`src/rtl/core/beld_pkg.sv`:
```
// Shared types, constants and register codes for the band energy load mode detector.
// No dependencies; every other file of the block imports this package.
`timescale 1ns / 1ps

package beld_pkg;

  // Parameter defaults
  localparam int unsigned SAMPLE_WIDTH_DEF = 16;
  localparam int unsigned FRAC_BITS_DEF    = 16;
  localparam int unsigned COUNT_WIDTH_DEF  = 10;

  // Fixed field widths
  localparam int unsigned GAIN_BITS  = 16;  // Q0.16 gains
  localparam int unsigned THR_W      = 32;  // energy thresholds, integer squared LSB
  localparam int unsigned TICK_W     = 10;  // tick count registers
  localparam int unsigned OUT_E_W    = 32;  // integer part of the energy
  localparam int unsigned SQ_W       = 32;  // largest band magnitude that is squared
  localparam int unsigned MUL_CNT_W  = 6;   // holds SQ_W serial steps
  localparam int unsigned CFG_IDX_W  = 3;
  localparam int unsigned CFG_DATA_W = 32;

  // Register reset values
  localparam logic [GAIN_BITS-1:0] HP_COEF_RST      = 16'd29789;
  localparam logic [GAIN_BITS-1:0] LP_COEF_RST      = 16'd38550;
  localparam logic [GAIN_BITS-1:0] EN_COEF_RST      = 16'd1074;
  localparam logic [THR_W-1:0]     LOADED_BELOW_RST = 32'd29653;
  localparam logic [THR_W-1:0]     EMPTY_ABOVE_RST  = 32'd226195;
  localparam logic [TICK_W-1:0]    PRIME_TICKS_RST  = 10'd180;
  localparam logic [TICK_W-1:0]    CONFIRM_TICKS_RST = 10'd400;
  localparam logic [TICK_W-1:0]    LOCKOUT_TICKS_RST = 10'd600;

  typedef enum logic [CFG_IDX_W-1:0] {
    REG_HP_COEF       = 3'd0,
    REG_LP_COEF       = 3'd1,
    REG_EN_COEF       = 3'd2,
    REG_LOADED_BELOW  = 3'd3,
    REG_EMPTY_ABOVE   = 3'd4,
    REG_PRIME_TICKS   = 3'd5,
    REG_CONFIRM_TICKS = 3'd6,
    REG_LOCKOUT_TICKS = 3'd7
  } cfg_reg_e;

  typedef enum logic [1:0] {
    PH_PRIME   = 2'd0,
    PH_MOVING  = 2'd1,
    PH_LOCKOUT = 2'd2,
    PH_DECIDE  = 2'd3
  } phase_e;

  typedef struct packed {
    logic [GAIN_BITS-1:0] hp_coef;
    logic [GAIN_BITS-1:0] lp_coef;
    logic [GAIN_BITS-1:0] en_coef;
    logic [THR_W-1:0]     loaded_below;
    logic [THR_W-1:0]     empty_above;
    logic [TICK_W-1:0]    prime_ticks;
    logic [TICK_W-1:0]    confirm_ticks;
    logic [TICK_W-1:0]    lockout_ticks;
  } cfg_t;

  // Request to the bit-serial multiplier
  typedef struct packed {
    logic                 start;
    logic [MUL_CNT_W-1:0] steps;
    logic                 rnd;    // preload half an LSB of the Q0.16 result
  } mul_req_t;

  typedef struct packed {
    logic busy;
    logic done;
  } mul_stat_t;

  typedef struct packed {
    logic idle;
    logic commit;   // result of the current sample is final this cycle
  } dp_stat_t;

endpackage

```
`src/rtl/core/beld_mode_ctrl.sv`:
```
// Heavy/normal mode decision: priming, moving hold, lockout and confirmation
// counters against the energy thresholds. Depends on beld_pkg.
`timescale 1ns / 1ps

module beld_mode_ctrl import beld_pkg::*; #(
  parameter int unsigned FRAC_BITS   = FRAC_BITS_DEF,
  parameter int unsigned COUNT_WIDTH = COUNT_WIDTH_DEF
) (
  input  logic                         clk_i,
  input  logic                         rst_ni,
  input  logic                         upd_i,
  input  logic                         moving_i,
  input  logic [OUT_E_W+FRAC_BITS-1:0] energy_i,
  input  cfg_t                         cfg_i,
  output logic                         heavy_o,
  output phase_e                       phase_o
);

  localparam int unsigned E_W   = OUT_E_W + FRAC_BITS;
  localparam int unsigned CMP_W = (COUNT_WIDTH > TICK_W) ? COUNT_WIDTH : TICK_W;
  localparam logic [COUNT_WIDTH-1:0] COUNT_MAX = '1;

  logic [COUNT_WIDTH-1:0] prime_q, prime_d;
  logic [COUNT_WIDTH-1:0] confirm_q, confirm_d;
  logic [COUNT_WIDTH-1:0] lockout_q, lockout_d;
  logic [COUNT_WIDTH-1:0] confirm_inc;
  logic                   heavy_q, heavy_d, want;
  logic [E_W-1:0]         lo_thr, hi_thr;
  phase_e                 phase;

  assign lo_thr      = {cfg_i.loaded_below, {FRAC_BITS{1'b0}}};
  assign hi_thr      = {cfg_i.empty_above, {FRAC_BITS{1'b0}}};
  assign confirm_inc = (confirm_q != COUNT_MAX) ? confirm_q + 1'b1 : confirm_q;

  always_comb begin
    prime_d   = prime_q;
    confirm_d = confirm_q;
    lockout_d = lockout_q;
    heavy_d   = heavy_q;
    want      = heavy_q;
    phase     = PH_DECIDE;
    if (CMP_W'(prime_q) < CMP_W'(cfg_i.prime_ticks)) begin
      prime_d = prime_q + 1'b1;
      phase   = PH_PRIME;
    end else if (moving_i) begin
      confirm_d = '0;
      phase     = PH_MOVING;
    end else if (lockout_q != '0) begin
      lockout_d = lockout_q - 1'b1;
      confirm_d = '0;
      phase     = PH_LOCKOUT;
    end else begin
      if (!heavy_q && (energy_i < lo_thr)) begin
        want = 1'b1;
      end else if (heavy_q && (energy_i > hi_thr)) begin
        want = 1'b0;
      end
      if (want != heavy_q) begin
        // A confirm setting of zero acts as one: the first mismatch switches.
        if (CMP_W'(confirm_inc) >= CMP_W'(cfg_i.confirm_ticks)) begin
          heavy_d   = want;
          confirm_d = '0;
          lockout_d = COUNT_WIDTH'(cfg_i.lockout_ticks);
        end else begin
          confirm_d = confirm_inc;
        end
      end else begin
        confirm_d = '0;
      end
    end
  end

  always_ff @(posedge clk_i or negedge rst_ni) begin
    if (!rst_ni) begin
      prime_q   <= '0;
      confirm_q <= '0;
      lockout_q <= '0;
      heavy_q   <= 1'b1;
    end else if (upd_i) begin
      prime_q   <= prime_d;
      confirm_q <= confirm_d;
      lockout_q <= lockout_d;
      heavy_q   <= heavy_d;
    end
  end

  assign heavy_o = heavy_d;
  assign phase_o = phase;

`ifndef SYNTHESIS
  a_mode_hold : assert property (@(posedge clk_i) disable iff (!rst_ni)
    !upd_i |=> $stable(heavy_q))
    else $error("mode changed without a sample update");

  a_switch_lockout : assert property (@(posedge clk_i) disable iff (!rst_ni)
    upd_i && (heavy_d != heavy_q) |=>
      lockout_q == COUNT_WIDTH'($past(cfg_i.lockout_ticks)))
    else $error("mode switch did not load the lockout counter");

  a_confirm_clear : assert property (@(posedge clk_i) disable iff (!rst_ni)
    upd_i && ((phase == PH_MOVING) || (phase == PH_LOCKOUT)) |=> confirm_q == '0)
    else $error("confirmation count survived a moving or lockout tick");
`endif

endmodule

```
`config.mk`:
```
export PLATFORM = sky130hd
export DESIGN_NAME = beld_mode_ctrl
export DESIGN_NICKNAME = d
export VERILOG_FILES = /design/src/rtl/core/beld_pkg.sv /design/src/rtl/core/beld_mode_ctrl.sv
export SDC_FILE = /design/constraint.sdc
export NUM_CORES = 1
export LEC_CHECK = 0
export ABC_CLOCK_PERIOD_IN_PS = 5090
export CAP_MARGIN = 20
export CORE_AREA = 8 8 134 123
export DETAILED_ROUTE_END_ITERATION = 8
export DIE_AREA = 0 0 142 131
export DONT_BUFFER_PORTS = 1
export SYNTH_ARGS = -nofsm -noshare
export SYNTH_HDL_FRONTEND = slang
export SYNTH_SLANG_ARGS = --single-unit
```
`constraint.sdc`:
```
create_clock -name clk_i -period 5.09 [get_ports clk_i]
set_input_delay 1.527 -clock clk_i [delete_from_list [all_inputs] [get_ports clk_i]]
set_output_delay 1.527 -clock clk_i [all_outputs]
set_load 0.03 [all_outputs]
```
# Yosys cells after proc, flatten, opt, wreduce, memory -nomap -nowiden
# Index checks and enable logic that the tools add are counted.
[op_classes]
addsub = 3
order_cmp = 4
n_eq_ne = 2
n_mux = 21
n_bitwise = 2
n_reduce_logical = 9
[op_table]
columns = ["op", "count"]
rows = [
  ["$mux W10", 8],
  ["$gt A48 B48 Y1", 1],
  ["$lt A48 B48 Y1", 1],
  ["$add A10 B1 Y10 const B", 2],
  ["$mux W1", 11],
  ["$ge A10 B10 Y1", 1],
  ["$lt A10 B10 Y1", 1],
  ["$ne A10 B10 Y1 const B", 1],
  ["$reduce_bool A10 Y1", 1],
  ["$sub A10 B1 Y10 const B", 1],
  ["$reduce_and A5 Y1", 1],
  ["$mux W2", 2],
  ["$reduce_and A2 Y1", 2],
  ["$reduce_bool A2 Y1", 2],
  ["$logic_and A1 B1 Y1", 2],
  ["$not A1 Y1", 2],
  ["$logic_not A1 Y1", 1],
  ["$ne A1 B1 Y1", 1],
]
[totals]
regBits = 31
input_bits = 194
out_inout_bits = 3
elab_cells = 45

# Logic depth before layout (Yosys ltp)
[logic_depth]
ltp_word = 12
depth_mapped = 16
mapped_depth_nobuf = 14

# Worst setup path after synthesis
# Ideal clock, no wire load.
[synth_path]
path_kind = "input-to-output"
startpoint = "input port cfg_i[24] in the netlist's numbering"
endpoint = "output port heavy_o"
arrival_ns = 3.666
required_time_ns = 3.563
slack_ns = -0.103
stages = 9
n_path_buf = 0
path_cell_list = "inv_1 ha_1 a21o_1 a2111oi_0 o21ai_1 a221oi_2 nor2_1 a41o_1 nand2_1"
[synth_via]
elab_chain_cells = 2
[synth_lines]
columns = ["item", "line_no", "source"]
rows = [
  ["from (decl)", "beld_mode_ctrl.sv:14", "input cfg_t cfg_i,"],
  ["$lt A10 B10 Y1", "beld_mode_ctrl.sv:42", "if (CMP_W'(prime_q) < CMP_W'(cfg_i.prime_ticks)) begin"],
  ["$mux W1", "beld_mode_ctrl.sv:42", ""],
  ["to (decl)", "beld_mode_ctrl.sv:15", "output logic heavy_o,"],
]
# No other way between the ends.

# Final worst setup path
[layout_path]
startpoint = "input port cfg_i[63] in the netlist's numbering"
endpoint = "output port heavy_o"
[layout_via]
elab_chain_cells = 11
[layout_lines]
columns = ["item", "line_no", "source"]
rows = [
  ["$lt A48 B48 Y1 (*)", "beld_mode_ctrl.sv:53", "if (!heavy_q && (energy_i < lo_thr)) begin"],
  ["$logic_and A1 B1 Y1 (*)", "beld_mode_ctrl.sv:53", ""],
  ["$mux W1 (*)", "beld_mode_ctrl.sv:53", ""],
  ["$mux W1 (*)", "beld_mode_ctrl.sv:48", "end else if (lockout_q != '0) begin"],
  ["$mux W1 (*)", "beld_mode_ctrl.sv:45", "end else if (moving_i) begin"],
  ["$mux W1 (*)", "beld_mode_ctrl.sv:42", ""],
  ["$mux W1 or $ne A1 B1 Y1 (tied branches)", "beld_mode_ctrl.sv:60, beld_mode_ctrl.sv:58", ""],
  ["$mux W1 (*)", "beld_mode_ctrl.sv:58", "if (want != heavy_q) begin"],
  ["$mux W1 (*)", "beld_mode_ctrl.sv:48", ""],
  ["$mux W1 (*)", "beld_mode_ctrl.sv:45", ""],
  ["$mux W1 (*)", "beld_mode_ctrl.sv:42", ""],
]
# Every way passes the cells marked *; elsewhere a longest branch is shown, timed or not. The select of a mux whose other input is x is not followed.

==> results by group <==
Clock network
  – Worst-case clock buffer depth: 2
  – Clock Sinks: 31
  – CTS Root Cell: clkbuf_16
  – CTS tree: done
  – Num CTS Buffers: 5
  – Clk Latency, worst-skew pair: between 0.2 and 0.3 ns
  – # H-tree levels: 2
  – Clk pin slew, worst setup/hold paths: roughly 0.050 ns

STA
  – Achievable frequency: 202 MHz
  – Hold_ws: approximately 0.48 ns
  – Final slew viol count: 0
  – Worst Tran Pin Value: around 0.78 ns
  – Setup tns final: 0 ns
  – Final worst slack: 0.133 ns
  – Clock Skew: around 0.0039 ns
  – Final Hold Viols: 0
  – Period utilisation layout: approximately 97%
  – Rel. slew slack: between 40% and 50%
  – Final Critical Period: between 4 and 5 ns
  – Setup violators final: 0

Pwr
  – Comb power frac: 36.1%
  – Clock power share: 27.5%
  – Seq pwr share: between 30% and 40%
  – PwrDens: around 230 nW/um^2
  – Sw Share: between 30% and 40%
  – Pint: 656 uW
  – Leakage dissipation: approximately 2.3 nW
  – Peak VDD IR: roughly 0.15 mV
  – P_sw: ~380 uW

Setup path
  – Crit path max-delay cell type: or4_1
  – Crit path kind: in -> out
  – Cell depth of the worst setup path: 9
  – Crit path launch type: primary input
  – Critical Path RT: approximately 3.6 ns
  – Delay of the slowest critical-path stage: around 0.46 ns
  – Cells along the critical path: inv_1, ha_1, a2111oi_1, buf_4, nor4_1, or4_1, a31oi_2, nand4_1, nand2_4
  – Critical path peak fanout: 2
  – Crit. End Element: output port
  – Crit path buf inv count: 2
  – CP Data Arrival Time: 3.43 ns
  – R2R depth: 15
  – CP delay by family, top: simple AND/OR/NAND/NOR gates

Floorplan
  – DIE AREA: about 19000 sq um
  – Core region area: around 14000 sq um
  – DIE WIDTH: approximately 140 microns
  – Initial core utilization: around 28%
  – Ports: 197
  – Die Y: approximately 130 microns
  – Row count: 42

Synth
  – Top FF cell, synth: dfrtp_1
  – Mapped Cells: a little over 500
  – Netlist Area Pre-Place: slightly above 4000 sq um
  – Yosys Warn Count: 0
  – EDFF count, synth: 0
  – #FFs+latches synth: 31
  – Synth unique cells: 58
  – Register area share after synthesis: 19.3%
  – Avg Synthesized Cell Area: between 7 and 8 sq um
  – Ys async rst share: 100%
  – Syn_nets: between 700 and 800

Placed design
  – Port Buffers: 0
  – RePlAce Congestion: about 0.88
  – DP Wirelength: a little over 10 mm
  – Inst Count DP: approximately 710
  – Area of placed instances: ~4300 sq um
  – Pre-CTS setup slack: -0.0266 ns

Routing
  – Initial DRC Count: approximately 210
  – Met2 WL: 5.71 mm
  – Detailed Routing Iterations Pass 1: 4
  – WL/cell: between 15 and 20 microns
  – DR WL met3: 1.14 mm
  – DRC: 0
  – Post-route ant nets: 0
  – Top sig layer: met5
  – Via density: 5.24
  – DRT met1 WL: between 5 and 6 mm
  – Final wirelength: about 12 mm
  – Via count: around 3800

Global routing
  – Largest net degree at the start of global routing: 32
  – Gr usage total: between 10% and 20%
  – Total congestion overflow: 0
  – First-pass GRT wire length: between 15 and 20 mm
  – Vias in the first global route: between 3000 and 4000
  – Initial antenna violation count: 4

Cells and area
  – Fin area: 4490 sq um
  – Total Nets Final: 803
  – Filler cells: around 1600
  – Share of cells above drive strength 1: under 10%
  – Area delta synth->final: 11.5%
  – Cell Count, Final, Fillers Out: around 720

Run
  – Max Cap Viol: 0

Min path
  – Hold Crit Depth: 1
  – Hold Path Class: reg -> reg

Outcome
  – Status: completed
placed cells by master (no fill, tap or decap), drive strengths merged, types with 2 or more instances in the layout:
master    n
inv      94
ha       85
nand2    37
a21oi    32
dfrtp    30
nor2     29
nand4    25
o21ai    23
nand3    18
nor3     15
xor2     11
buf      10
nor4      9
clkbuf    8
a21o      7
and3      6
xnor2     5
nor2b     5
nand2b    5
o211ai    5
or4       5
and2      4
a31o      4
o41ai     4
a2111oi   4
or3       3
a221o     3
a311oi    3
a221oi    3
mux2i     2
mux2      2
o31ai     2
and4      2
a22oi     2
o2111ai   2
a32o      2
or2       2
a31oi     2
worst register-to-register path, cell delays in order, from the launching register on:
cell and delay [ns]:
dfrtp_1 0.38, ha_1 0.19, nand2_2 0.11, nor4_2 0.31, buf_4 0.20, mux2i_1 0.25
inv_1 0.08, ha_1 0.27, nand2_1 0.04, o21ai_0 0.21, a21oi_2 0.13, buf_4 0.16
o211ai_1 0.38, and3_1 0.56, nand2_1 0.12, o41ai_1 0.35
flip-flops by register name, summed over array words and instances (netlist names):
name	flops
confirm_q	10
heavy_q	1
lockout_q	10
prime_q	10
cells in the mapped netlist (6+ instances only):
| master | count | area share (%) |
|---|---|---|
| a21o_1 | 7 | 1.3 |
| a21oi_1 | 32 | 4.0 |
| and3_1 | 6 | 0.93 |
| dfrtp_1 | 30 | 19 |
| ha_1 | 85 | 26 |
| inv_1 | 94 | 8.8 |
| nand2_1 | 37 | 3.5 |
| nand3_1 | 18 | 2.2 |
| nand4_1 | 25 | 3.9 |
| nor2_1 | 29 | 2.7 |
| nor3_1 | 14 | 1.7 |
| nor4_1 | 9 | 1.4 |
| o21ai_0 | 21 | 2.6 |
| xor2_1 | 11 | 2.4 |
power groups by stage:
| stage | clock network [mW] | logic, mW | registers, mW |
|---|---|---|---|
| floorplan | 0 | 0.294 | 0.361 |
| global placement | 0 | 0.346 | 0.378 |
| detailed placement | 0 | 0.369 | 0.379 |
| CTS | 0.290 | 0.374 | 0.376 |
| global route | 0.303 | 0.429 | 0.387 |
| finish | 0.284 | 0.372 | 0.377 |
timing repair:
item | in CTS | in global routing
gates resized for setup | 4 | 7
buffers inserted | 1 | 1
hold buffers | 0 | 0
hold endpoints to repair | 0 | 0
endpoints found under the setup margin | 1 | 1
pin swaps | 0 | 4
stage by stage:
| step | util [%] | total power [mW] |
|---|---|---|
| after CTS | 31.0 | 1.04 |
| after detailed placement | 29.9 | 0.747 |
| final | 31.3 | 1.03 |
| after global placement | 29.9 | 0.724 |
| after floorplan | - | 0.654 |
| after global routing | 31.3 | 1.12 |
per-layer routing:
layer	GRT usage, %	vias up
li1	-	1877
met5	0	-
met3	4.50	21
met4	3.53	6
met2	21.9	128
met1	14.5	1759
cell type report:
cell class | instances | area [sq um] | area share, %
diodes | 1 | 2.50 | 0.0558
inverters | 94 | 353 | 7.87
repair buffers | 10 | 75.1 | 1.67
multi-input cells | 382 | 2890 | 64.5
well taps | 198 | 248 | 5.52
clock buffers | 8 | 136 | 3.04
flip-flops and latches | 31 | 777 | 17.3
logic make-up (layout without fill, tap and decap cells):
| kind of cell | after synthesis | count (layout) | synth area share [%] |
|---|---|---|---|
| compound gates | 107 | 107 | 17.9 |
| flops | 31 | 31 | 19.3 |
| buf+inv | 102 | 112 | 9.77 |
| simple gates | 170 | 170 | 22.0 |
| xor+xnor | 16 | 16 | 3.48 |
| other cells | 0 | 1 | 0 |
| fa+ha+maj | 85 | 85 | 26.4 |
| mux | 4 | 4 | 1.06 |
final timing paths:
path	startpoint	to	slack, ns
max in group asynchronous	rst_ni	heavy_q$_DFFE_PN1P_	3.97
min in group asynchronous	rst_ni	lockout_q[1]$_DFFE_PN0P_	0.95
worst min-delay path	prime_q[9]$_DFFE_PN0P_	prime_q[9]$_DFFE_PN0P_	0.48
worst max register to register	confirm_q[0]$_DFFE_PN0P_	lockout_q[9]$_DFFE_PN0P_	1.23
worst min register to register	prime_q[9]$_DFFE_PN0P_	prime_q[9]$_DFFE_PN0P_	0.48
worst max-delay path	cfg_i[63]	heavy_o	0.13
(Power assumes the default switching activity.)
