--- src/rtl/core/beld_pkg.sv ---
// Shared types, constants and register codes for the band energy load mode detector.
// No dependencies; every other file of the block imports this package.
`timescale 1ns / 1ps

package beld_pkg;

  // Parameter defaults
  localparam int unsigned SAMPLE_WIDTH_DEF = 16;
  localparam int unsigned FRAC_BITS_DEF    = 16;
  localparam int unsigned COUNT_WIDTH_DEF  = 10;

  // Fixed field widths
  localparam int unsigned GAIN_BITS  = 16;  // Q0.16 gains
  localparam int unsigned THR_W      = 32;  // energy thresholds, integer squared LSB
  localparam int unsigned TICK_W     = 10;  // tick count registers
  localparam int unsigned OUT_E_W    = 32;  // integer part of the energy
  localparam int unsigned SQ_W       = 32;  // largest band magnitude that is squared
  localparam int unsigned MUL_CNT_W  = 6;   // holds SQ_W serial steps
  localparam int unsigned CFG_IDX_W  = 3;
  localparam int unsigned CFG_DATA_W = 32;

  // Register reset values
  localparam logic [GAIN_BITS-1:0] HP_COEF_RST      = 16'd29789;
  localparam logic [GAIN_BITS-1:0] LP_COEF_RST      = 16'd38550;
  localparam logic [GAIN_BITS-1:0] EN_COEF_RST      = 16'd1074;
  localparam logic [THR_W-1:0]     LOADED_BELOW_RST = 32'd29653;
  localparam logic [THR_W-1:0]     EMPTY_ABOVE_RST  = 32'd226195;
  localparam logic [TICK_W-1:0]    PRIME_TICKS_RST  = 10'd180;
  localparam logic [TICK_W-1:0]    CONFIRM_TICKS_RST = 10'd400;
  localparam logic [TICK_W-1:0]    LOCKOUT_TICKS_RST = 10'd600;

  typedef enum logic [CFG_IDX_W-1:0] {
    REG_HP_COEF       = 3'd0,
    REG_LP_COEF       = 3'd1,
    REG_EN_COEF       = 3'd2,
    REG_LOADED_BELOW  = 3'd3,
    REG_EMPTY_ABOVE   = 3'd4,
    REG_PRIME_TICKS   = 3'd5,
    REG_CONFIRM_TICKS = 3'd6,
    REG_LOCKOUT_TICKS = 3'd7
  } cfg_reg_e;

  typedef enum logic [1:0] {
    PH_PRIME   = 2'd0,
    PH_MOVING  = 2'd1,
    PH_LOCKOUT = 2'd2,
    PH_DECIDE  = 2'd3
  } phase_e;

  typedef struct packed {
    logic [GAIN_BITS-1:0] hp_coef;
    logic [GAIN_BITS-1:0] lp_coef;
    logic [GAIN_BITS-1:0] en_coef;
    logic [THR_W-1:0]     loaded_below;
    logic [THR_W-1:0]     empty_above;
    logic [TICK_W-1:0]    prime_ticks;
    logic [TICK_W-1:0]    confirm_ticks;
    logic [TICK_W-1:0]    lockout_ticks;
  } cfg_t;

  // Request to the bit-serial multiplier
  typedef struct packed {
    logic                 start;
    logic [MUL_CNT_W-1:0] steps;
    logic                 rnd;    // preload half an LSB of the Q0.16 result
  } mul_req_t;

  typedef struct packed {
    logic busy;
    logic done;
  } mul_stat_t;

  typedef struct packed {
    logic idle;
    logic commit;   // result of the current sample is final this cycle
  } dp_stat_t;

endpackage

--- src/rtl/core/beld_serial_mult.sv ---
// Bit-serial shift-add multiplier: one multiplier bit per cycle, LSB first,
// with an optional rounding preload. Depends on beld_pkg.
`timescale 1ns / 1ps

module beld_serial_mult import beld_pkg::*; #(
  parameter int unsigned A_W = 48,
  parameter int unsigned P_W = 64
) (
  input  logic            clk_i,
  input  logic            rst_ni,
  input  mul_req_t        req_i,
  input  logic [A_W-1:0]  a_i,
  input  logic [SQ_W-1:0] b_i,
  output mul_stat_t       stat_o,
  output logic [P_W-1:0]  prod_o
);

  localparam logic [P_W-1:0] ROUND_HALF = P_W'(1) << (GAIN_BITS - 1);

  logic                 run_q, run_d;
  logic [MUL_CNT_W-1:0] cnt_q, cnt_d;
  logic [P_W-1:0]       acc_q, acc_d;
  logic [P_W-1:0]       a_q, a_d;
  logic [SQ_W-1:0]      b_q, b_d;

  always_comb begin
    run_d = run_q;
    cnt_d = cnt_q;
    acc_d = acc_q;
    a_d   = a_q;
    b_d   = b_q;
    if (req_i.start) begin
      run_d = 1'b1;
      cnt_d = req_i.steps;
      acc_d = req_i.rnd ? ROUND_HALF : '0;
      a_d   = P_W'(a_i);
      b_d   = b_i;
    end else if (run_q) begin
      if (cnt_q != '0) begin
        acc_d = acc_q + (b_q[0] ? a_q : '0);
        a_d   = a_q << 1;
        b_d   = b_q >> 1;
        cnt_d = cnt_q - 1'b1;
      end else begin
        run_d = 1'b0;
      end
    end
  end

  always_ff @(posedge clk_i or negedge rst_ni) begin
    if (!rst_ni) begin
      run_q <= 1'b0;
      cnt_q <= '0;
    end else begin
      run_q <= run_d;
      cnt_q <= cnt_d;
    end
  end

  always_ff @(posedge clk_i) begin
    acc_q <= acc_d;
    a_q   <= a_d;
    b_q   <= b_d;
  end

  assign stat_o.busy = run_q;
  assign stat_o.done = run_q && (cnt_q == '0);
  assign prod_o      = acc_q;

endmodule

--- src/rtl/core/beld_datapath.sv ---
// Filter datapath: running mean, band low-pass, squaring and energy smoothing,
// sequenced over the shared bit-serial multiplier. Depends on beld_pkg and
// beld_serial_mult.
`timescale 1ns / 1ps

module beld_datapath import beld_pkg::*; #(
  parameter int unsigned SAMPLE_WIDTH = SAMPLE_WIDTH_DEF,
  parameter int unsigned FRAC_BITS    = FRAC_BITS_DEF
) (
  input  logic                           clk_i,
  input  logic                           rst_ni,
  input  logic                           start_i,
  input  logic signed [SAMPLE_WIDTH-1:0] sample_i,
  input  logic [GAIN_BITS-1:0]           hp_coef_i,
  input  logic [GAIN_BITS-1:0]           lp_coef_i,
  input  logic [GAIN_BITS-1:0]           en_coef_i,
  input  logic                           out_free_i,
  output dp_stat_t                       stat_o,
  output logic [OUT_E_W+FRAC_BITS-1:0]   energy_o
);

  localparam int unsigned GQ_W   = SAMPLE_WIDTH + FRAC_BITS;
  localparam int unsigned MEAN_W = SAMPLE_WIDTH + FRAC_BITS + 2;
  localparam int unsigned BAND_W = SAMPLE_WIDTH + FRAC_BITS + 3;
  localparam int unsigned E_W    = OUT_E_W + FRAC_BITS;
  localparam int unsigned A_W    = E_W;       // widest magnitude fed to the multiplier
  localparam int unsigned D_W    = A_W + 1;   // signed working width
  localparam int unsigned P_W    = (E_W + GAIN_BITS > 2 * SQ_W) ? E_W + GAIN_BITS : 2 * SQ_W;

  localparam logic signed [MEAN_W-1:0] MEAN_MAX = {1'b0, {(MEAN_W-1){1'b1}}};
  localparam logic signed [MEAN_W-1:0] MEAN_MIN = {1'b1, {(MEAN_W-1){1'b0}}};
  localparam logic signed [BAND_W-1:0] BAND_MAX = {1'b0, {(BAND_W-1){1'b1}}};
  localparam logic signed [BAND_W-1:0] BAND_MIN = {1'b1, {(BAND_W-1){1'b0}}};

  typedef enum logic [11:0] {
    S_IDLE      = 12'b000000000001,
    S_MEAN_LOAD = 12'b000000000010,
    S_MEAN_MUL  = 12'b000000000100,
    S_HP        = 12'b000000001000,
    S_BAND_LOAD = 12'b000000010000,
    S_BAND_MUL  = 12'b000000100000,
    S_BMAG      = 12'b000001000000,
    S_SQ_LOAD   = 12'b000010000000,
    S_SQ_MUL    = 12'b000100000000,
    S_EN_LOAD   = 12'b001000000000,
    S_EN_MUL    = 12'b010000000000,
    S_DONE      = 12'b100000000000
  } dp_state_e;

  dp_state_e state_q, state_d;

  logic signed [GQ_W-1:0]   gq_q, gq_d;
  logic signed [MEAN_W-1:0] mean_q, mean_d;
  logic signed [BAND_W-1:0] hp_q, hp_d;
  logic signed [BAND_W-1:0] band_q, band_d;
  logic [A_W-1:0]           bmag_q, bmag_d;
  logic [E_W-1:0]           sq_q, sq_d;
  logic [E_W-1:0]           energy_q, energy_d;
  logic                     neg_q, neg_d;

  logic signed [D_W-1:0] tgt, cur, diff_pos, diff_neg, m_ext, upd, sat_src;
  logic [A_W-1:0]        mag;
  logic [D_W-MEAN_W:0]   mean_hi;
  logic [D_W-BAND_W:0]   band_hi;
  logic signed [MEAN_W-1:0] mean_sat;
  logic signed [BAND_W-1:0] band_sat;
  logic [E_W-1:0]        en_new, sq_new;
  logic [P_W-1:0]        sq_wide;
  logic                  sq_over, bmag_over, commit;

  mul_req_t        mul_req;
  mul_stat_t       mul_stat;
  logic [A_W-1:0]  mul_a;
  logic [SQ_W-1:0] mul_b;
  logic [P_W-1:0]  prod;

  beld_serial_mult #(
    .A_W (A_W),
    .P_W (P_W)
  ) u_mult (
    .clk_i  (clk_i),
    .rst_ni (rst_ni),
    .req_i  (mul_req),
    .a_i    (mul_a),
    .b_i    (mul_b),
    .stat_o (mul_stat),
    .prod_o (prod)
  );

  // Operand pair of the current filter step: tgt is what the state moves toward.
  always_comb begin
    tgt = '0;
    cur = '0;
    unique case (state_q) inside
      S_MEAN_LOAD, S_MEAN_MUL, S_HP: begin
        tgt = D_W'(gq_q);
        cur = D_W'(mean_q);
      end
      S_BAND_LOAD, S_BAND_MUL: begin
        tgt = D_W'(hp_q);
        cur = D_W'(band_q);
      end
      S_BMAG: begin
        tgt = D_W'(band_q);
      end
      S_EN_LOAD, S_EN_MUL: begin
        tgt = $signed({1'b0, sq_q});
        cur = $signed({1'b0, energy_q});
      end
      default: ;
    endcase
  end

  // Both differences in parallel so the magnitude costs one adder delay.
  assign diff_pos = tgt - cur;
  assign diff_neg = cur - tgt;
  assign mag      = diff_pos[D_W-1] ? diff_neg[A_W-1:0] : diff_pos[A_W-1:0];

  // Rounded step from the product, applied toward the target.
  assign m_ext = $signed({1'b0, prod[GAIN_BITS +: A_W]});
  assign upd   = neg_q ? cur - m_ext : cur + m_ext;

  assign mean_hi  = upd[D_W-1:MEAN_W-1];
  assign mean_sat = ((&mean_hi) || !(|mean_hi)) ? upd[MEAN_W-1:0]
                  : (upd[D_W-1] ? MEAN_MIN : MEAN_MAX);

  assign sat_src  = (state_q == S_HP) ? diff_pos : upd;
  assign band_hi  = sat_src[D_W-1:BAND_W-1];
  assign band_sat = ((&band_hi) || !(|band_hi)) ? sat_src[BAND_W-1:0]
                  : (sat_src[D_W-1] ? BAND_MIN : BAND_MAX);

  assign en_new = upd[D_W-1] ? '0 : upd[E_W-1:0];

  assign sq_wide   = prod >> FRAC_BITS;
  assign sq_over   = |sq_wide[P_W-1:E_W];
  assign sq_new    = sq_over ? '1 : sq_wide[E_W-1:0];
  assign bmag_over = |bmag_q[A_W-1:SQ_W];

  always_comb begin
    state_d  = state_q;
    gq_d     = gq_q;
    mean_d   = mean_q;
    hp_d     = hp_q;
    band_d   = band_q;
    bmag_d   = bmag_q;
    sq_d     = sq_q;
    energy_d = energy_q;
    neg_d    = neg_q;
    mul_req  = '0;
    mul_a    = mag;
    mul_b    = '0;
    commit   = 1'b0;
    unique case (state_q)
      S_IDLE: begin
        if (start_i) begin
          gq_d    = {sample_i, {FRAC_BITS{1'b0}}};
          state_d = S_MEAN_LOAD;
        end
      end
      S_MEAN_LOAD: begin
        neg_d         = diff_pos[D_W-1];
        mul_req.start = 1'b1;
        mul_req.steps = MUL_CNT_W'(GAIN_BITS);
        mul_req.rnd   = 1'b1;
        mul_b         = SQ_W'(hp_coef_i);
        state_d       = S_MEAN_MUL;
      end
      S_MEAN_MUL: begin
        if (mul_stat.done) begin
          mean_d  = mean_sat;
          state_d = S_HP;
        end
      end
      S_HP: begin
        hp_d    = band_sat;
        state_d = S_BAND_LOAD;
      end
      S_BAND_LOAD: begin
        neg_d         = diff_pos[D_W-1];
        mul_req.start = 1'b1;
        mul_req.steps = MUL_CNT_W'(GAIN_BITS);
        mul_req.rnd   = 1'b1;
        mul_b         = SQ_W'(lp_coef_i);
        state_d       = S_BAND_MUL;
      end
      S_BAND_MUL: begin
        if (mul_stat.done) begin
          band_d  = band_sat;
          state_d = S_BMAG;
        end
      end
      S_BMAG: begin
        bmag_d  = mag;
        state_d = S_SQ_LOAD;
      end
      S_SQ_LOAD: begin
        // A band magnitude beyond the square operand saturates the energy input.
        if (bmag_over) begin
          sq_d    = '1;
          state_d = S_EN_LOAD;
        end else begin
          mul_req.start = 1'b1;
          mul_req.steps = MUL_CNT_W'(SQ_W);
          mul_req.rnd   = 1'b0;
          mul_a         = bmag_q;
          mul_b         = bmag_q[SQ_W-1:0];
          state_d       = S_SQ_MUL;
        end
      end
      S_SQ_MUL: begin
        if (mul_stat.done) begin
          sq_d    = sq_new;
          state_d = S_EN_LOAD;
        end
      end
      S_EN_LOAD: begin
        neg_d         = diff_pos[D_W-1];
        mul_req.start = 1'b1;
        mul_req.steps = MUL_CNT_W'(GAIN_BITS);
        mul_req.rnd   = 1'b1;
        mul_b         = SQ_W'(en_coef_i);
        state_d       = S_EN_MUL;
      end
      S_EN_MUL: begin
        if (mul_stat.done) begin
          energy_d = en_new;
          state_d  = S_DONE;
        end
      end
      S_DONE: begin
        if (out_free_i) begin
          commit  = 1'b1;
          state_d = S_IDLE;
        end
      end
      default: state_d = S_IDLE;
    endcase
  end

  always_ff @(posedge clk_i or negedge rst_ni) begin
    if (!rst_ni) begin
      state_q  <= S_IDLE;
      mean_q   <= '0;
      band_q   <= '0;
      energy_q <= '0;
    end else begin
      state_q  <= state_d;
      mean_q   <= mean_d;
      band_q   <= band_d;
      energy_q <= energy_d;
    end
  end

  always_ff @(posedge clk_i) begin
    gq_q   <= gq_d;
    hp_q   <= hp_d;
    bmag_q <= bmag_d;
    sq_q   <= sq_d;
    neg_q  <= neg_d;
  end

  assign stat_o.idle   = (state_q == S_IDLE);
  assign stat_o.commit = commit;
  assign energy_o      = energy_q;

`ifndef SYNTHESIS
  a_mul_start_idle : assert property (@(posedge clk_i) disable iff (!rst_ni)
    mul_req.start |-> !mul_stat.busy)
    else $error("multiplier restarted while still busy");

  a_commit_free : assert property (@(posedge clk_i) disable iff (!rst_ni)
    commit |-> out_free_i)
    else $error("result committed while the output register is occupied");

  a_start_mul : assert property (@(posedge clk_i) disable iff (!rst_ni)
    start_i && (state_q == S_IDLE) |=> mul_req.start)
    else $error("accepted sample did not start the mean multiply");
`endif

endmodule

--- config.mk ---
export PLATFORM = sky130hd
export DESIGN_NAME = beld_datapath
export DESIGN_NICKNAME = d
export VERILOG_FILES = /design/src/rtl/core/beld_pkg.sv /design/src/rtl/core/beld_serial_mult.sv /design/src/rtl/core/beld_datapath.sv
export SDC_FILE = /design/constraint.sdc
export NUM_CORES = 1
export LEC_CHECK = 0
export ABC_AREA = 0
export ABC_CLOCK_PERIOD_IN_PS = 11600
export BUFFER_PORTS_ARGS = -buffer_cell sky130_fd_sc_hd__buf_4
export CAP_MARGIN = 5
export CORE_UTILIZATION = 55
export DETAILED_ROUTE_END_ITERATION = 12
export PLACE_DENSITY = 0.72
export SLEW_MARGIN = 10
export SYNTH_ARGS = -nofsm -noshare
export SYNTH_HDL_FRONTEND = slang
export SYNTH_SLANG_ARGS = --single-unit
--- constraint.sdc ---
create_clock -name clk_i -period 11.6 [get_ports clk_i]
set_input_delay 2.32 -clock clk_i [delete_from_list [all_inputs] [get_ports clk_i]]
set_output_delay 2.32 -clock clk_i [all_outputs]
set_load 0.02 [all_outputs]
======== Word level (Yosys, flattened, before mapping) ========
Index checks and enable logic that the tools add are counted.
storage, ports and cells
  word-level logic and storage cells ...... 113
  flip-flop bits (word level) ............. 444
  output and inout bits ................... 50
cells by class
  muxes and demuxes ....................... 46
  add/sub/neg operators ................... 6
  equality and inequality tests ........... 19
  reduce and logical (&&, ||, !) cells .... 27
operators by type and width
  kind                                  number
  48-bit two-way mux                    9
  64-bit two-way mux                    4
  49-bit case mux with 4 select lines   1
  49-bit case mux with 3 select lines   1
  12-bit case mux with 12 select lines  1
  32-bit two-way mux                    4
  32-bit case mux with 4 select lines   1
  49-bit two-way mux                    2
  49-bit subtractor                     2
  48-bit case mux with 2 select lines   1
  12-bit two-way mux                    6
  35-bit two-way mux                    2
  34-bit two-way mux                    2
  64-bit adder                          1
  49-bit adder                          1
  48-bit subtractor                     1
  16-bit OR reduction                   2
  6-bit two-way mux                     3
  16-bit two-way mux                    1
  8-bit case mux with 2 select lines    1
  16-bit AND reduction                  1
  15-bit AND reduction                  1
  15-bit OR reduction                   1
  2-bit != test, second input constant  7
  other kinds (27)                      42

======== Depth between registers and ports, before layout ========
Gate-level depths: netlist of the first run.
  word-level depth ........................ 10
  gate-level depth with buffers ........... 30
  gate-level depth less buffers ........... 26

======== Cells and area by module ========
Synthesis of the first run repeated with hierarchy kept, for this count alone.
unflattened totals
  cells, all modules ...................... 4108
  area, all modules ....................... 35500.3 sq um
modules (own cells, without submodules)
  module            seq. area each (sq um)  times used  cells each  area each (sq um)
  beld_datapath     7673.6                  1           3030        24618.6
  beld_serial_mult  4819.6                  1           1078        10881.7

======== Worst setup path after synthesis of the first run ========
No wires, ideal clock.
  path kind ............................... register to register
  start point ............................. register state_q[2]
  end point ............................... register hp_q[1], data pin
  library setup time ...................... 0.266 ns
  cell stages (with the launch flop) ...... 27
  path buffers ............................ 5
  arrival ................................. 7.670 ns
  slack ................................... 3.665 ns
  cells stage by stage .................... dfrtp_1 clkbuf_1 or4_1 clkbuf_1 nor4_1 clkbuf_1 clkbuf_1 nand2_1 nand3_1 ha_1 nor2b_1 o21ai_0 a21boi_0 o31a_1 nor3_1 o211ai_1 a21o_1 o21ai_0 o21ai_0 xnor2_1 mux2_2 or4_1 or4_4 o31a_4 buf_6 a211oi_2 nor2_1
on the way
  cells in the longest elaborated chain, start to end .. 10
  elaborated cells on any way between the ends .. 24
  classes of those cells .................. 3 x add/sub; 8 x eq/ne; 6 x mux; 7 x reduce/logical
RTL lines
  element                                                                  line                  source
  start: declaration                                                       beld_datapath.sv:50   dp_state_e state_q, state_d;
  start signal: assignment                                                 beld_datapath.sv:247  state_q <= state_d;
  12-bit by 2-bit equality test with 1-bit output (tied with other cells)  -
  3-bit OR reduction / 2-bit OR reduction (equally long branches)          beld_datapath.sv:94   unique case (state_q) inside
  49-bit case mux with 3 select lines                                      beld_datapath.sv:94
  49-bit adder / 49-bit subtractor (equally long branches)                 beld_datapath.sv:121  assign upd = neg_q ? cur - m_ext : cur + m_ext;
  49-bit two-way mux                                                       beld_datapath.sv:121
  49-bit two-way mux (*)                                                   beld_datapath.sv:127  assign sat_src = (state_q == S_HP) ? diff_pos : upd;
  15-bit OR reduction                                                      beld_datapath.sv:129  assign band_sat = ((&band_hi) || !(|band_hi)) ? sat_src[BAND_W-1:0]
  1-bit logical NOT                                                        beld_datapath.sv:129
  1-bit logical OR                                                         beld_datapath.sv:129
  35-bit two-way mux (*)                                                   beld_datapath.sv:129
  named net band_sat[1]                                                    beld_datapath.sv:66   logic signed [BAND_W-1:0] band_sat;
  end signal: assignment                                                   beld_datapath.sv:256  hp_q <= hp_d;
  end: declaration                                                         beld_datapath.sv:54   logic signed [BAND_W-1:0] hp_q, hp_d;
Mark *: on every way through the listed nets, which the timed path passes. The rest lies on a longest branch.
A chain may end at the register's enable or synchronous reset.

======== Worst setup path after layout of the first run ========
  start point ............................. register state_q[6]
  end point ............................... register band_q[12]
on the way
  cells in the longest elaborated chain, start to end .. 10
  elaborated cells on any way between the ends .. 25
  classes of those cells .................. 3 x add/sub; 8 x eq/ne; 6 x mux; 8 x reduce/logical
RTL lines
  element                                                                  line                  source
  12-bit by 2-bit equality test with 1-bit output (tied with other cells)  -
  3-bit OR reduction / 2-bit OR reduction (equally long branches)          beld_datapath.sv:94
  49-bit case mux with 3 select lines                                      beld_datapath.sv:94
  49-bit adder / 49-bit subtractor (equally long branches)                 beld_datapath.sv:121
  49-bit two-way mux                                                       beld_datapath.sv:121
  49-bit two-way mux (*)                                                   beld_datapath.sv:127
  15-bit OR reduction                                                      beld_datapath.sv:129
  1-bit logical NOT                                                        beld_datapath.sv:129
  1-bit logical OR                                                         beld_datapath.sv:129
  35-bit two-way mux (*)                                                   beld_datapath.sv:129
  named net band_sat[12]                                                   beld_datapath.sv:66
  end signal: assignment                                                   beld_datapath.sv:249  band_q <= band_d;
  end: declaration                                                         beld_datapath.sv:55   logic signed [BAND_W-1:0] band_q, band_d;
Marks and branches as above.

==> out/results.md, run 1 <==
| Metric | Reported |
|---|---|
| Run status | completed |
| Routed WL | 115,800 µm |
| Clock transition at path regs | 0.06 ns |
| Number of global-route vias before repair | 28,659 |
| CTS Hold Bufs | 0 |
| Insertion delay of the later-clocked pin in the worst-skew pair | 0.62 ns |
| Endpoints failing hold | 0 |
| Leakage power summed over all cells | 15.29 nW |
| Switching power total | 0.7167 mW |
| Setup repair after global routing missed its margin | false |
| Cell count after synthesis | 3,931 |
| GRT overflow | 0 |
| Register share of total power | 0.505 |
| Sequential-to-total area share from yosys stat | 0.3694 |
| Number of warnings reported in the yosys synthesis log | 0 |
| Final core utilization | 0.6078 |
| Standard-cell row count | 90 |
| Detail-routed via count per cell | 6.458 |
| Share of the clock period used by the worst path after layout | 0.7983 |
| First-pass GRT wire length | 174,200 µm |
| Avg WL per Cell | 24.45 µm |
| Initial Util | 0.5582 |
| Clock tree root driver cell | clkbuf_16 |
| Routed via count | 30,599 |
| Largest net degree at the start of global routing | 77 |
| Number of register bits inferred by synthesis | 444 |
| Total number of nets in the final design | 4,178 |
| Crit path largest cell delay | 0.79 ns |
| CTS Buffer Depth | 3 |
| Slowest CP cell | a211oi_2 |
| Setup TNS Final | 0 ns |
| PwrDens | 89.90 nW/µm² |
| WHS | 0.4633 ns |
| Worst-path fanout max | 34 |
| Share of Yosys cell area claimed by the top area cell type | 0.2593 |
| TritonCTS Sinks | 444 |
| TritonCTS clock tree | built |
| Number of design-rule violations left by the first detailed-router iteration | 3,178 |
| Classification of the worst-slack hold path | reg -> reg |
| Worst Setup End Kind | register |
| Worst Skew | 0.02508 ns |
| Arrival time reported for the critical path endpoint | 9.75 ns |
| Antenna cells | 0 |
| Vertical die dimension | 250.0 µm |
| Fraction of power spent switching nets | 0.2165 |
| Netlist cell types | 102 |
| Global Route Usage Sum | 0.3626 |
| Routability congestion estimate from global placement | 1.058 |
| Number of pins exceeding their max-slew limit in the final report | 0 |
| Share of total power in the clock network | 0.486 |
| Proportion of synthesized flip-flops having asynchronous set or reset | 0.3063 |
| Core area | 60,580 µm² |
| Synthesized area per cell | 8.603 µm² |
| Ratio of cells with drive above 1 in the final layout | 0.09580 |
| DRC | 0 |
| Max-capacitance violation count | 0 |
| Area of the die | 62,490 µm² |
| F_max | 0.1080 GHz |
| Area delta synth->final | 8.886% |
| Number of antenna violations at the first check in global routing | 0 |
| Port bufs | 117 |
| Cell-by-cell trace of the critical path | or4_1 > nor3_2 > and2_2 > a222oi_1 > inv_1 > ha_1 > inv_1 > fa_1 > a21o_1 > a21oi_1 > o21a_1 > o31ai_1 > a31oi_1 > nor4_4 > a211oi_2 > o21ai_1 > a31oi_1 > nor3b_1 > o211ai_1 > or4_1 > or4_4 > o211ai_2 > o21ai_2 > mux2_2 |
| Boundary pin count | 118 |
| Cell taking the most area after synthesis | edfxtp_1 |
| Post-detail-place hpwl | 86,720 µm |
| Summed instance area of the synthesized netlist | 33,820 µm² |
| Cell-internal power | 2.594 mW |
| Number of buffers added for setup after CTS | 0 |
| Worst slew margin | 0.3213 |
| Finish-stage setup viols | 0 |
| Worst vdd rail ir drop | 0.1234 mV |
| Number of synthesized flops with an enable pin | 292 |
| Most frequently used flop master after synthesis | edfxtp_1 |
| Synth Net Count | 4,193 |
| Data required time at the worst endpoint | 12.09 ns |
| Total clock buffers created by CTS | 49 |
| Antenna Nets Post-Route | 0 |
| Period minus WS final | 9.261 ns |
| Transition time at the pin with the least slew margin | 1.018 ns |
| Post-cts gate resize count | 0 |
| Kind of start point of the critical path | register |
| Number of iterations in the first detailed-routing pass | 9 |
| Number of levels in the clock H-tree | 2 |
| Die boundary width | 250.0 µm |
| Kind of critical path | reg -> reg |
| Comb power frac | 0.009 |
| Top post-synthesis cells by area | edfxtp_1 (26%), dfrtp_1 (10%), ha_1 (7.0%) |
-- cell type report --
class	instances	area, µm²
Clock inverter	30	252.7
Tap cell	782	978.4
Timing Repair Buffer	161	1212
Inverter	188	705.7
Sequential cell	444	12490
Multi-Input combinational cell	3072	19820
Clock buffer	61	1366
Fill cell	5435	23760
-- power groups by stage --
stage	registers (mW)	clock network [mW]	logic, mW
after floorplan	1.71	0	0.000238
after global placement	1.71	0	0.0287
after detailed placement	1.71	0	0.0288
after CTS	1.67	1.62	0.0290
after global routing	1.67	1.68	0.0312
final	1.67	1.61	0.0284
-- state kept, by name, indices dropped and copies added, names as in the netlist, 12 cells and up --
signal	count
sq_q	48
band_q	35
energy_o	48
hp_q	35
bmag_q	48
u_mult.prod_o	64
u_mult.b_q	32
gq_q	16
u_mult.a_q	64
state_q	12
mean_q	34
-- kinds of logic after synthesis --
| logic type | Yosys count | synth area share |
|---|---|---|
| XOR/XNOR | 242 | 0.06267 |
| adder cells (fa/ha/maj) | 203 | 0.07532 |
| AO/OA/AOI/OAI | 1194 | 0.2363 |
| buffers and inverters | 415 | 0.04680 |
| AND/OR/NAND/NOR | 1395 | 0.1979 |
| multiplexers | 38 | 0.01169 |
| flip-flops | 444 | 0.3694 |
-- layout by cell type, fill, tap and decap left out, types with 42 or more instances in the layout --
cell and n:
inv_1 183, nand3_1 83, ha_1 190, o21ai_0 226, dfrtp_1 135, xnor2_1 157, a22oi_1 51, nand4_1 50
nor2_1 382, a21oi_1 339, nand2_1 420, edfxtp_1 292, nor3_1 75, clkbuf_16 53, buf_4 160, or2_2 52
and2_1 107, a21o_1 153, xor2_1 85, o21bai_1 43, a211oi_1 42
-- worst max-delay path, delay by kind of cell, from the launching register on --
family,cells,cell delay [ns]
compound gates,12,4.08
simple gates,7,3.31
flops,1,0.71
fa+ha+maj,2,0.57
mux,1,0.30
buf+inv,2,0.15
-- synth_stat cells (21+ instances only) --
cell / count
nor2b_1: 21
a211oi_1: 42
o31ai_1: 37
nand3_1: 84
a221oi_1: 24
o211ai_1: 21
nand2b_1: 35
or2_2: 52
nor3_1: 77
a22oi_1: 51
ha_1: 190
a21oi_1: 341
nor2_1: 383
a21o_1: 153
edfxtp_1: 292
dfrtp_1: 135
xnor2_1: 157
a211oi_2: 27
o21ai_0: 226
and3_1: 40
inv_1: 184
nand4_1: 50
mux2i_1: 26
and2_1: 108
o21a_1: 31
o21bai_1: 43
or3_1: 29
a31oi_1: 29
xor2_1: 85
nor4_1: 24
clkbuf_1: 204
nand2_1: 423
-- routing by layer --
metal,GRT usage,part of all wire,vias to the layer above
met1,0.4506,0.39,14503
met2,0.5909,0.46,1512
met5,0,0,-
met3,0.05611,0.080,372
li1,-,-,14212
met4,0.2280,0.072,0
-- worst paths after layout --
kind                                             start                     endpoint  slack [ns]  cells after the start
min                        u_mult.a_q[63]$_SDFFE_PP0P_  u_mult.a_q[63]$_SDFFE_PP0P_        0.46                      2
min reg2reg                u_mult.a_q[63]$_SDFFE_PP0P_  u_mult.a_q[63]$_SDFFE_PP0P_        0.46                      2
max reg2reg                     state_q[6]$_DFFE_PN0P_       band_q[12]$_DFFE_PN0P_        2.34                     24
max                             state_q[6]$_DFFE_PN0P_       band_q[12]$_DFFE_PN0P_        2.34                     24
max in group asynchronous                       rst_ni     energy_o[40]$_DFFE_PN0P_        8.37                      2
min in group asynchronous                       rst_ni     energy_o[10]$_DFFE_PN0P_        1.74                      1
-- per-stage QoR --
stage	worst slack, ns	cell area (µm²)	std cells	power [mW]
2_1_floorplan	3.665	33820	3931	1.706
3_3_place_gp	2.873	35210	4647	1.734
3_5_place_dp	2.727	35210	4647	1.734
4_1_cts	2.699	36830	4738	3.323
5_1_grt	2.101	36830	4738	3.382
6_report	2.339	36830	4738	3.311
Note: power is estimated with default switching activity, not from simulation.
==> inputs of run 2 (changes only) <==
- ABC_AREA: 0 -> 1
- ABC_CLOCK_PERIOD_IN_PS: 11600 -> 8810
- clock period: 11.6 -> 8.81 ns (I/O delays scaled with it)
==> out/results.md, run 2 <==
| Metric | Reported | vs previous |
|---|---|---|
| Run status | completed | unchanged |
| Most utilized layer in the global route result | met2 | unchanged |
| Top post-synthesis cells by area | edfxtp_1 (24%), nand2_1 (13%), dfrtp_1 (9.3%) | was edfxtp_1 (26%), dfrtp_1 (10%), ha_1 (7.0%) |
| Routed via count | 37,104 | was 30,599 |
| Number of antenna violations at the first check in global routing | 4 | was 0 |
| Worst-path fanout max | 34 | unchanged |
| Cell taking the most area after synthesis | edfxtp_1 | unchanged |
| Share of the clock period used by the worst path after layout | 0.8597 | was 0.7983 |
| Endpoints failing hold | 0 | unchanged |
| GRT overflow | 0 | unchanged |
| CTS Hold Bufs | 0 | unchanged |
| Ratio of cells with drive above 1 in the final layout | 0.08845 | was 0.09580 |
| Standard-cell row count | 93 | was 90 |
| Crit path launch | u_mult.prod_o[17]$_SDFFCE_PP0P_ | was state_q[6]$_DFFE_PN0P_ |
| Summed instance area of the synthesized netlist | 36,270 µm² | was 33,820 µm² |
| Post-detail-place hpwl | 114,900 µm | was 86,720 µm |
| Sequential-to-total area share from yosys stat | 0.3445 | was 0.3694 |
| Synthesized area per cell | 7.031 µm² | was 8.603 µm² |
| Number of global-route vias before repair | 34,036 | was 28,659 |
| Clock transition at path regs | 0.07 ns | was 0.06 ns |
| Vertical die dimension | 258.8 µm | was 250.0 µm |
| First-pass GRT wire length | 213,400 µm | was 174,200 µm |
| Synth cell count leaders | nand2_1 (1,278), inv_1 (765), a21oi_1 (521) | was nand2_1 (423), nor2_1 (383), a21oi_1 (341) |
| Antenna Nets Post-Route | 0 | unchanged |
| Total number of nets in the final design | 5,476 | was 4,178 |
| Total clock buffers created by CTS | 51 | was 49 |
| Number of synthesized flops with an enable pin | 292 | unchanged |
| FF-to-FF setup slack | 1.24 ns | was 2.34 ns |
| Setup repair after global routing missed its margin | false | unchanged |
| Initial Util | 0.5595 | was 0.5582 |
| Worst slew margin | 0.3069 | was 0.3213 |
| Insertion delay of the later-clocked pin in the worst-skew pair | 0.63 ns | was 0.62 ns |
| Boundary pin count | 118 | unchanged |
| Most frequent cell after synthesis | nand2_1 | unchanged |
| FF-to-FF End | band_q[2]$_DFFE_PN0P_ | was band_q[12]$_DFFE_PN0P_ |
| Number of iterations in the first detailed-routing pass | 7 | was 9 |
| CTS Buffer Depth | 3 | unchanged |
| Routed WL | 145,900 µm | was 115,800 µm |
| Period minus WS final | 7.574 ns | was 9.261 ns |
| Number of register bits inferred by synthesis | 444 | unchanged |
| Crit path largest cell delay | 0.59 ns | was 0.79 ns |
| DRC | 0 | unchanged |
| Endpoint of the most critical setup path | band_q[2]$_DFFE_PN0P_ | was band_q[12]$_DFFE_PN0P_ |
| Clock tree root driver cell | clkbuf_16 | unchanged |
| Routing usage on met3 | 0.08813 | was 0.05611 |
| Post-layout worst setup margin | 1.236 ns | was 2.339 ns |
| Area of the die | 66,970 µm² | was 62,490 µm² |
| Routing usage on met1 | 0.5678 | was 0.4506 |
| Post-cts gate resize count | 0 | unchanged |
| Detail-routed via count per cell | 6.070 | was 6.458 |
| Area delta synth->final | 9.105% | was 8.886% |
| Worst Skew | 0.03739 ns | was 0.02508 ns |
| Number of buffers added for setup after CTS | 0 | unchanged |
| TritonCTS Sinks | 444 | unchanged |
| Worst Setup End Kind | register | unchanged |
| Port bufs | 117 | unchanged |
| Number of pins exceeding their max-slew limit in the final report | 0 | unchanged |
| Core area | 64,810 µm² | was 60,580 µm² |
| Netlist cell types | 69 | was 102 |
| Most used cells in the layout excluding fill and tap cells | nand2_1 (1,278), inv_1 (763), a21oi_1 (521) | was nand2_1 (420), nor2_1 (382), a21oi_1 (339) |
| Global Route Usage Sum | 0.4273 | was 0.3626 |
| Most common cell after layout, fill and taps aside | nand2_1 | unchanged |
| GR Util met2 | 0.6457 | was 0.5909 |
| Avg WL per Cell | 23.87 µm | was 24.45 µm |
| Number of design-rule violations left by the first detailed-router iteration | 5,078 | was 3,178 |
| Cell count after synthesis | 5,158 | was 3,931 |
| Setup TNS Final | 0 ns | unchanged |
| Share of Yosys cell area claimed by the top area cell type | 0.2418 | was 0.2593 |
| Number of cells traversed by the worst register-to-register path | 34 | was 24 |
| Pre-CTS worst setup slack | 1.472 ns | was 2.727 ns |
| Number of warnings reported in the yosys synthesis log | 0 | unchanged |
| Kind of start point of the critical path | register | unchanged |
| Synth Net Count | 5,420 | was 4,193 |
| F_max | 0.1320 GHz | was 0.1080 GHz |
| Max-capacitance violation count | 0 | unchanged |
| Transition time at the pin with the least slew margin | 1.040 ns | was 1.018 ns |
| Slowest CP cell | nand3_4 | was a211oi_2 |
| Proportion of synthesized flip-flops having asynchronous set or reset | 0.3063 | unchanged |
| Classification of the worst-slack hold path | reg -> reg | unchanged |
| Worst reg2reg startpoint | u_mult.prod_o[17]$_SDFFCE_PP0P_ | was state_q[6]$_DFFE_PN0P_ |
| Routability congestion estimate from global placement | 1.095 | was 1.058 |
| TritonCTS clock tree | built | unchanged |
| Data required time at the worst endpoint | 9.37 ns | was 12.09 ns |
| Largest net degree at the start of global routing | 93 | was 77 |
| Number of levels in the clock H-tree | 2 | unchanged |
| Die boundary width | 258.8 µm | was 250.0 µm |
| Arrival time reported for the critical path endpoint | 8.13 ns | was 9.75 ns |
| Finish-stage setup viols | 0 | unchanged |
| Most frequently used flop master after synthesis | edfxtp_1 | unchanged |
| Kind of critical path | reg -> reg | unchanged |
-- run 2: final cells by class --
| class | instances | area, µm² |
|---|---|---|
| repair buffers | 157 | 1195 |
| multi-input cells | 3764 | 20090 |
| well taps | 855 | 1070 |
| clock buffers | 75 | 1449 |
| inverters | 796 | 2995 |
| flip-flops and latches | 444 | 12490 |
| clock inverters | 21 | 274.0 |
| fillers | 6058 | 25250 |
| diodes | 1 | 2.502 |
-- run 2: critical path: cells and delay by family (launching register included) --
| kind | cells | cell delay (ns) |
|---|---|---|
| flip-flops | 1 | 0.43 |
| XOR/XNOR | 2 | 0.62 |
| AND/OR/NAND/NOR | 23 | 4.57 |
| adder cells (fa/ha/maj) | 2 | 0.59 |
| AO/OA/AOI/OAI | 4 | 0.96 |
| buffers and inverters | 3 | 0.26 |
-- run 2: how the worst min path moves through the flow --
stage / slack, ns / end / cells after the start / start
after floorplan: 0.44 / u_mult.a_q[63]$_SDFFE_PP0P_ / 2 / u_mult.a_q[63]$_SDFFE_PP0P_
after global placement: 0.45 / u_mult.a_q[63]$_SDFFE_PP0P_ / 2 / u_mult.a_q[63]$_SDFFE_PP0P_
after detailed placement: 0.46 / u_mult.a_q[63]$_SDFFE_PP0P_ / 2 / u_mult.a_q[63]$_SDFFE_PP0P_
after CTS: 0.47 / u_mult.a_q[63]$_SDFFE_PP0P_ / 2 / u_mult.a_q[63]$_SDFFE_PP0P_
after global routing: 0.49 / u_mult.a_q[62]$_SDFFE_PP0P_ / 2 / u_mult.a_q[62]$_SDFFE_PP0P_
final: 0.47 / u_mult.a_q[63]$_SDFFE_PP0P_ / 2 / u_mult.a_q[63]$_SDFFE_PP0P_
-- run 2: layer usage --
layer	routed length, µm	vias to the layer above
li1	-	17066
met1	57960	17226
met2	62120	2371
met5	13	-
met4	9762	2
met3	16060	439
-- run 2: stage by stage --
stage	hold slack (ns)	utilization	instance area (µm²)	instances
CTS	0.4667	0.6105	39570	6112
global placement	0.4533	0.5839	37840	6016
floorplan	0.4412	-	36270	5158
finish	0.4725	0.6105	39570	6113
detailed placement	0.4558	0.5839	37840	6016
global route	0.4904	0.6105	39570	6112
-- run 2: logic make-up (layout without fill, tap and decap cells) --
kind of cell             Yosys count  count (layout)  share of synthesized area
AND/OR/NAND/NOR                 2279            2279                     0.2711
AO/OA/AOI/OAI                   1129            1129                     0.1746
buffers and inverters            950            1049                     0.1027
flip-flops                       444             444                     0.3445
adder cells (fa/ha/maj)          194             194                    0.06776
XOR/XNOR                         158             158                    0.03816
multiplexers                       4               4                   0.001139
other                              0               1                          0
Power of run 2 is not shown: default switching activity piles up to over one toggle a cycle in this logic, so the estimate is an artifact.
